[src/rtl/scvh_pkg.sv]
// ----------------------------------------------------------------------------
// scvh_pkg
// Shared types and codes of the simple polygon convex hull block.
// ----------------------------------------------------------------------------
package scvh_pkg;

  // Kind of work an accepted beat asks for
  typedef enum logic [1:0] {
    OP_LOAD,
    OP_WALK,
    OP_READ
  } scvh_op_e;

  // Result status codes
  localparam logic [1:0] STAT_OK    = 2'd0;
  localparam logic [1:0] STAT_OVF   = 2'd1;
  localparam logic [1:0] STAT_RANGE = 2'd2;
  localparam logic [1:0] STAT_SHORT = 2'd3;

  // Back end sequencer states
  typedef enum logic [4:0] {
    S_IDLE,
    S_RD1,
    S_RD2,
    S_W0,
    S_MIN0,
    S_MIN,
    S_PRV0,
    S_PRV1,
    S_MV_RD,
    S_MV_WR,
    S_DULL,
    S_INIT,
    S_CHK,
    S_P1,
    S_P1R,
    S_POP,
    S_POPW,
    S_B,
    S_BR,
    S_C,
    S_CR,
    S_D,
    S_FIN,
    S_LA,
    S_LB,
    S_LC,
    S_LD,
    S_LM,
    S_LE,
    S_OUT
  } scvh_state_e;

endpackage

[src/rtl/scvh_front.sv]
// ----------------------------------------------------------------------------
// scvh_front
// Accepts input beats, classifies them and holds them in a two-entry queue.
// ----------------------------------------------------------------------------
module scvh_front #(
  parameter int CW = 16,
  parameter int IW = 11
) (
  input  logic                    clk_i,
  input  logic                    rst_ni,
  input  logic                    s_valid_i,
  output logic                    s_ready_o,
  input  logic                    s_mode_i,
  input  logic                    s_last_i,
  input  logic [CW-1:0]           s_x_i,
  input  logic [CW-1:0]           s_y_i,
  input  logic [IW-1:0]           s_pos_i,
  output logic                    q_valid_o,
  input  logic                    q_ready_i,
  output scvh_pkg::scvh_op_e      q_kind_o,
  output logic [CW-1:0]           q_x_o,
  output logic [CW-1:0]           q_y_o,
  output logic [IW-1:0]           q_pos_o
);

  scvh_pkg::scvh_op_e kind_q [2];
  logic [CW-1:0]      x_q    [2];
  logic [CW-1:0]      y_q    [2];
  logic [IW-1:0]      pos_q  [2];
  logic               wp_q, rp_q;
  logic [1:0]         cnt_q;
  scvh_pkg::scvh_op_e kind;
  logic               push, pop;

  // Classify the beat
  always_comb begin
    if (s_mode_i) begin
      kind = scvh_pkg::OP_READ;
    end else if (s_last_i) begin
      kind = scvh_pkg::OP_WALK;
    end else begin
      kind = scvh_pkg::OP_LOAD;
    end
  end

  assign s_ready_o = (cnt_q != 2'd2);
  assign q_valid_o = (cnt_q != 2'd0);
  assign push      = s_valid_i & s_ready_o;
  assign pop       = q_valid_o & q_ready_i;
  assign q_kind_o  = kind_q[rp_q];
  assign q_x_o     = x_q[rp_q];
  assign q_y_o     = y_q[rp_q];
  assign q_pos_o   = pos_q[rp_q];

  // Advance queue pointers
  always_ff @(posedge clk_i or negedge rst_ni) begin
    if (!rst_ni) begin
      wp_q  <= 1'b0;
      rp_q  <= 1'b0;
      cnt_q <= 2'd0;
    end else begin
      if (push) wp_q <= ~wp_q;
      if (pop) rp_q <= ~rp_q;
      if (push && !pop) begin
        cnt_q <= cnt_q + 2'd1;
      end else if (pop && !push) begin
        cnt_q <= cnt_q - 2'd1;
      end
    end
  end

  // Hold queued payload
  always_ff @(posedge clk_i) begin
    if (push) begin
      kind_q[wp_q] <= kind;
      x_q[wp_q]    <= s_x_i;
      y_q[wp_q]    <= s_y_i;
      pos_q[wp_q]  <= s_pos_i;
    end
  end

endmodule

[config.mk]
export PLATFORM = sky130hd
export DESIGN_NAME = scvh_front
export DESIGN_NICKNAME = d
export VERILOG_FILES = /design/src/rtl/scvh_pkg.sv /design/src/rtl/scvh_front.sv
export SDC_FILE = /design/constraint.sdc
export NUM_CORES = 1
export LEC_CHECK = 0
export BUFFER_PORTS_ARGS = -buffer_cell sky130_fd_sc_hd__buf_2
export CAP_MARGIN = 10
export CORE_ASPECT_RATIO = 0.6
export CORE_UTILIZATION = 30
export DETAILED_ROUTE_END_ITERATION = 8
export GPL_TIMING_DRIVEN = 0
export HOLD_SLACK_MARGIN = 0.12
export SLEW_MARGIN = 20
export SYNTH_ARGS = -nofsm -noshare
export SYNTH_HDL_FRONTEND = slang
export SYNTH_SLANG_ARGS = --single-unit
[constraint.sdc]
create_clock -name clk_i -period 8 [get_ports clk_i]
set_clock_uncertainty 0.15 [all_clocks]
set_input_delay 0.4 -clock clk_i [delete_from_list [all_inputs] [get_ports clk_i]]
set_output_delay 0.4 -clock clk_i [all_outputs]
set_load 0.01 [all_outputs]
# After elaboration in Yosys (flattened, before gate mapping)
# Memory sizes are Yosys's and may differ from the RTL's.
# Index checks and enable logic that the tools add are counted.
[op_classes] n_addsub=2 n_eq_ne=1 mux=6 bitwise=4 n_reduce_logical=6
[ops] operator="$mux W2" count=3
[ops] operator="$reduce_bool A2 Y1" count=2
[ops] operator="$mux W1" count=3
[ops] operator="$add A2 B1 Y2 const B" count=1
[ops] operator="$and A1 B1 Y1" count=2
[ops] operator="$logic_and A1 B1 Y1" count=2
[ops] operator="$logic_not A1 Y1" count=2
[ops] operator="$ne A2 B2 Y1 const B" count=1
[ops] operator="$not A1 Y1" count=2
[ops] operator="$sub A2 B1 Y2 const B" count=1
[totals] reg_bits=4 mem_bits_rw=90 in_bits=49 out_inout_bits=47 word_cells=26 n_memories=4
[mem_list] memory="x_q" depth=2 word_bits=16 read_ports=1 rd_clocked_by_memory_dff=0 write_ports=1 line="scvh_front.sv:27" source="logic [CW-1:0] x_q [2];"
[mem_list] memory="y_q" depth=2 word_bits=16 read_ports=1 rd_clocked_by_memory_dff=0 write_ports=1 line="scvh_front.sv:28" source="logic [CW-1:0] y_q [2];"
[mem_list] memory="pos_q" depth=2 word_bits=11 read_ports=1 rd_clocked_by_memory_dff=0 write_ports=1 line="scvh_front.sv:29" source="logic [IW-1:0] pos_q [2];"
[mem_list] memory="kind_q" depth=2 word_bits=2 read_ports=1 rd_clocked_by_memory_dff=0 write_ports=1 line="scvh_front.sv:26" source="scvh_pkg::scvh_op_e kind_q [2];"

# Longest topological paths before layout
[depth] depth_word=6 depth_mapped=7 depth_no_buf=7

# Worst setup path before layout
# OpenSTA, ideal clock, no wires.
[synth_timing] path_kind="register to register" from="reg cnt_q[0]" to="mem kind_q[0][0] (netlist bit) (enable)" setup_ns=0.448 arrival_ns=2.591 required_ns=7.402 setup_slack_ns=4.811 stages_incl_launch_ff=4 path_buffers=0 period_less_slack_ns=3.189 path_cell_list="dfrtp_1 > nand2b_1 > nand2_1 > nor2_1"
[synth_between] elab_chain_cells=4
[synth_lines] element="from (decl)" line="scvh_front.sv:31" source="logic [1:0] cnt_q;"
[synth_lines] element="from (signal assigned)" line="scvh_front.sv:65" source="cnt_q <= cnt_q + 2'd1;"
[synth_lines] element="from (signal assigned)" line="scvh_front.sv:67" source="cnt_q <= cnt_q - 2'd1;"
[synth_lines] element="$ne A2 B2 Y1" line="scvh_front.sv:46" source="assign s_ready_o = (cnt_q != 2'd2);"
[synth_lines] element="net s_ready_o" line="scvh_front.sv:12" source="output logic s_ready_o,"
[synth_lines] element="$and A1 B1 Y1" line="scvh_front.sv:48" source="assign push = s_valid_i & s_ready_o;"
[synth_lines] element="$mux W1" line="scvh_front.sv:74" source="if (push) begin"
[synth_lines] element="$mux W1 (not written as such)" line="scvh_front.sv:75" source="kind_q[wp_q] <= kind;"
[synth_lines] element="to (decl)" line="scvh_front.sv:26"
# The timed path passes the listed nets, and every way through them passes these cells.

# Final worst setup path
[layout_timing] from="reg rp_q" to="out q_y_o[6]"
[layout_between] elab_chain_cells=1
[layout_lines] element="from (decl)" line="scvh_front.sv:30" source="logic wp_q, rp_q;"
[layout_lines] element="from (signal assigned)" line="scvh_front.sv:63" source="if (pop) rp_q <= ~rp_q;"
[layout_lines] element="$mem_v2 Z2 W16"
[layout_lines] element="to (decl)" line="scvh_front.sv:22" source="output logic [CW-1:0] q_y_o,"
# Every way passes these cells.

==> flow_summary.ini <==
[cells_and_area]
syn2layout_area_growth_pct = 40.1
drive_above_1_share = 0.516
antennaDiodeCount = 0
final_cells = 476
fin_util = 0.442
nets = 362

[pwr]
powerDensity_nw_per_um2 = 340
p_total_uw = 1740
power.leakage_uw = 0.00204
vdd.ir_drop.worst_mv = 0.175

[cts]
cts-root-buf = clkbuf_16
insertion_delay_ns = 0.33
clk_pin_slew_ns = 0.06
cts.sinks = 94
clk_path_buf_depth = 2
h-tree-depth = 3
cts_resized = 0
cts_tree = built
cts_inserted_buffers = 9

[synth]
syn_area_per_cell_um2 = 22.9
synth-xor-area-share = 0.0120
syn_nets = 209
synth_simple_gate_area_frac = 0.0110
synth_seq_area_share = 0.768
synth_adder_area_share = 0.00343
synth_top_family_by_area = multiplexers
postSynthCellCount = 159
synth_compound_area_frac = 0
ys_types = 16
syn-cell-area_um2 = 3650
yosys_warnings = 0
muxShareOfSynthArea = 0.179
ys_ff_latch = 94

[floorplan]
die_w_um = 144
num_rows = 30
initial_core_util = 0.315
core_area_um2 = 11600
die-area_um2 = 12600
die_y_um = 87.4
pin_count = 96

[worst_hold_path]
hold_class = in2reg

[placed_design]
hpwl_mm = 4.47
gp_congestion = 0.646
portBuffers = 95
dp_cells = 416

[sta]
hold_violations = 0
setup_tns_ns = 0
max_freq_mhz = 487
holdWs_ns = 0.244
fin_crit_ns = 2.05
slew_violations = 0
timing.final.crit_share = 0.257
setup_viol = 0
rsz0062_at_grt = no
relSlewSlack = 0.539
tightest_slew_ns = 0.690

[global_routing]
grt_max_degree = 29
grt_usage = 0.110
grt_pass1_vias = 2007
grt-ovfl-total = 0
antenna_found_initial = 0
grt_pass1_wl_mm = 10.1

[setup_path]
cpPeakStageDelay_ns = 0.34
critPathCaptureType = output port
path_class = reg2out
r2r_setup_slack_ns = 5.99
worstPathArrival_ns = 1.50
cp_max_fo = 10
worstPathCellList = buf_6, buf_12, mux2_4, buf_2
slowest_stage = dfrtp_1
crit_path_start_kind = flip-flop
path_delay_family = buffers and inverters
cp.required_ns = 7.45
path_buf_inv = 3

[routing]
totalWireLength_mm = 6.72
drt_iter0_markers = 71
dr_total_vias = 1954
ant_nets = 0
first_pass_iters = 4
drc_errors = 0
viasPerCell = 4.11
routedWlPerCell_um = 14.1

[run_status]
status = completed

[job]
max_cap_violations = 0
[cells by family (layout without fill, tap and decap cells)]
| group | count (synthesis) | in the layout |
|---|---|---|
| flip-flops | 94 | 94 |
| multiplexers | 45 | 45 |
| AND/OR/NAND/NOR | 8 | 8 |
| buffers and inverters | 6 | 163 |
| XOR/XNOR | 5 | 5 |
| adder cells (fa/ha/maj) | 1 | 1 |
[worst paths after layout]
path | start | end | depth (start not counted)
setup / recovery | rp_q | q_y_o[6] | 4
hold / removal | q_ready_i | rp_q | 3
setup reg to reg | cnt_q[0] | x_q[0][11] | 4
hold reg to reg | cnt_q[1] | cnt_q[1] | 1
max in group asynchronous | rst_ni | rp_q | 2
min in group asynchronous | rst_ni | wp_q | 2
[sequential cells by signal, indices dropped and copies added, names as in the netlist]
name,flops
cnt_q,2
kind_q,4
pos_q,22
rp_q,1
wp_q,1
x_q,32
y_q,32
[worst register-to-register path: stages (launching register included)]
cell and delay, ns:
dfrtp_1 0.41, nand2b_1 0.16, nand2_1 0.14, nor2_4 0.56
buf_12 0.28
[timing repair]
| action | 4_1_cts | 5_1_grt |
|---|---|---|
| hold endpoints to repair | 92 | 0 |
| buffers inserted | 0 | 0 |
| hold buffers | 45 | 0 |
[power breakdown]
group	internal [uW]	total (uW)	switching, uW
Combinational	329	617	288
Sequential	674	707	32.6
Clock	241	413	172
[placed cells by master, fill, tap and decap left out]
cell type and instances:
buf_2 95, edfxtp_1 90, dlygate4sd3_1 45, mux2_4 39, clkbuf_16 9, buf_12 6
mux2_2 6, dfrtp_1 4, xnor2_1 3, nand2_1 2, xor2_1 2, clkinvlp_4 2
buf_6 1, nor2b_1 1, nand2b_1 1, inv_1 1, or2_1 1, and3_2 1
nor2_4 1, nor2_1 1, ha_1 1, clkbuf_1 1, bufinv_16 1, clkinv_2 1
inv_6 1
[cells in the mapped netlist]
master,instances,area (um2)
nor2b_1,1,6.26
buf_6,1,11.3
buf_12,4,80.1
mux2_2,6,67.6
and3_1,1,6.26
inv_1,1,3.75
xor2_1,2,17.5
or2_1,1,6.26
dfrtp_1,4,100
nor2_1,2,7.51
nand2b_1,1,6.26
mux2_4,39,586
xnor2_1,3,26.3
edfxtp_1,90,2700
nand2_1,2,7.51
ha_1,1,12.5
[metrics by stage]
stage | setup slack, ns | area (um2)
finish | 5.95 | 5110
floorplan | 4.81 | 3650
global route | 5.82 | 5110
detailed placement | 5.96 | 4370
global placement | 3.65 | 4320
CTS | 5.91 | 5110
[cell type report]
| cell class | instances | area (um2) |
|---|---|---|
| inverters | 1 | 3.75 |
| plain buffers | 5 | 91.3 |
| clock inverters | 5 | 58.8 |
| fillers | 1043 | 6450 |
| well taps | 160 | 200 |
| multi-input cells | 59 | 758 |
| repair buffers | 142 | 966 |
| clock buffers | 10 | 229 |
| flip-flops and latches | 94 | 2800 |
[layer usage]
layer,share of wire,track usage,up-vias
met5,0,0,-
met4,0.0034,0.0287,0
met3,0.057,0.0467,4
met2,0.47,0.176,67
met1,0.47,0.136,961
li1,-,-,922
Power figures use the tool's default switching activity.
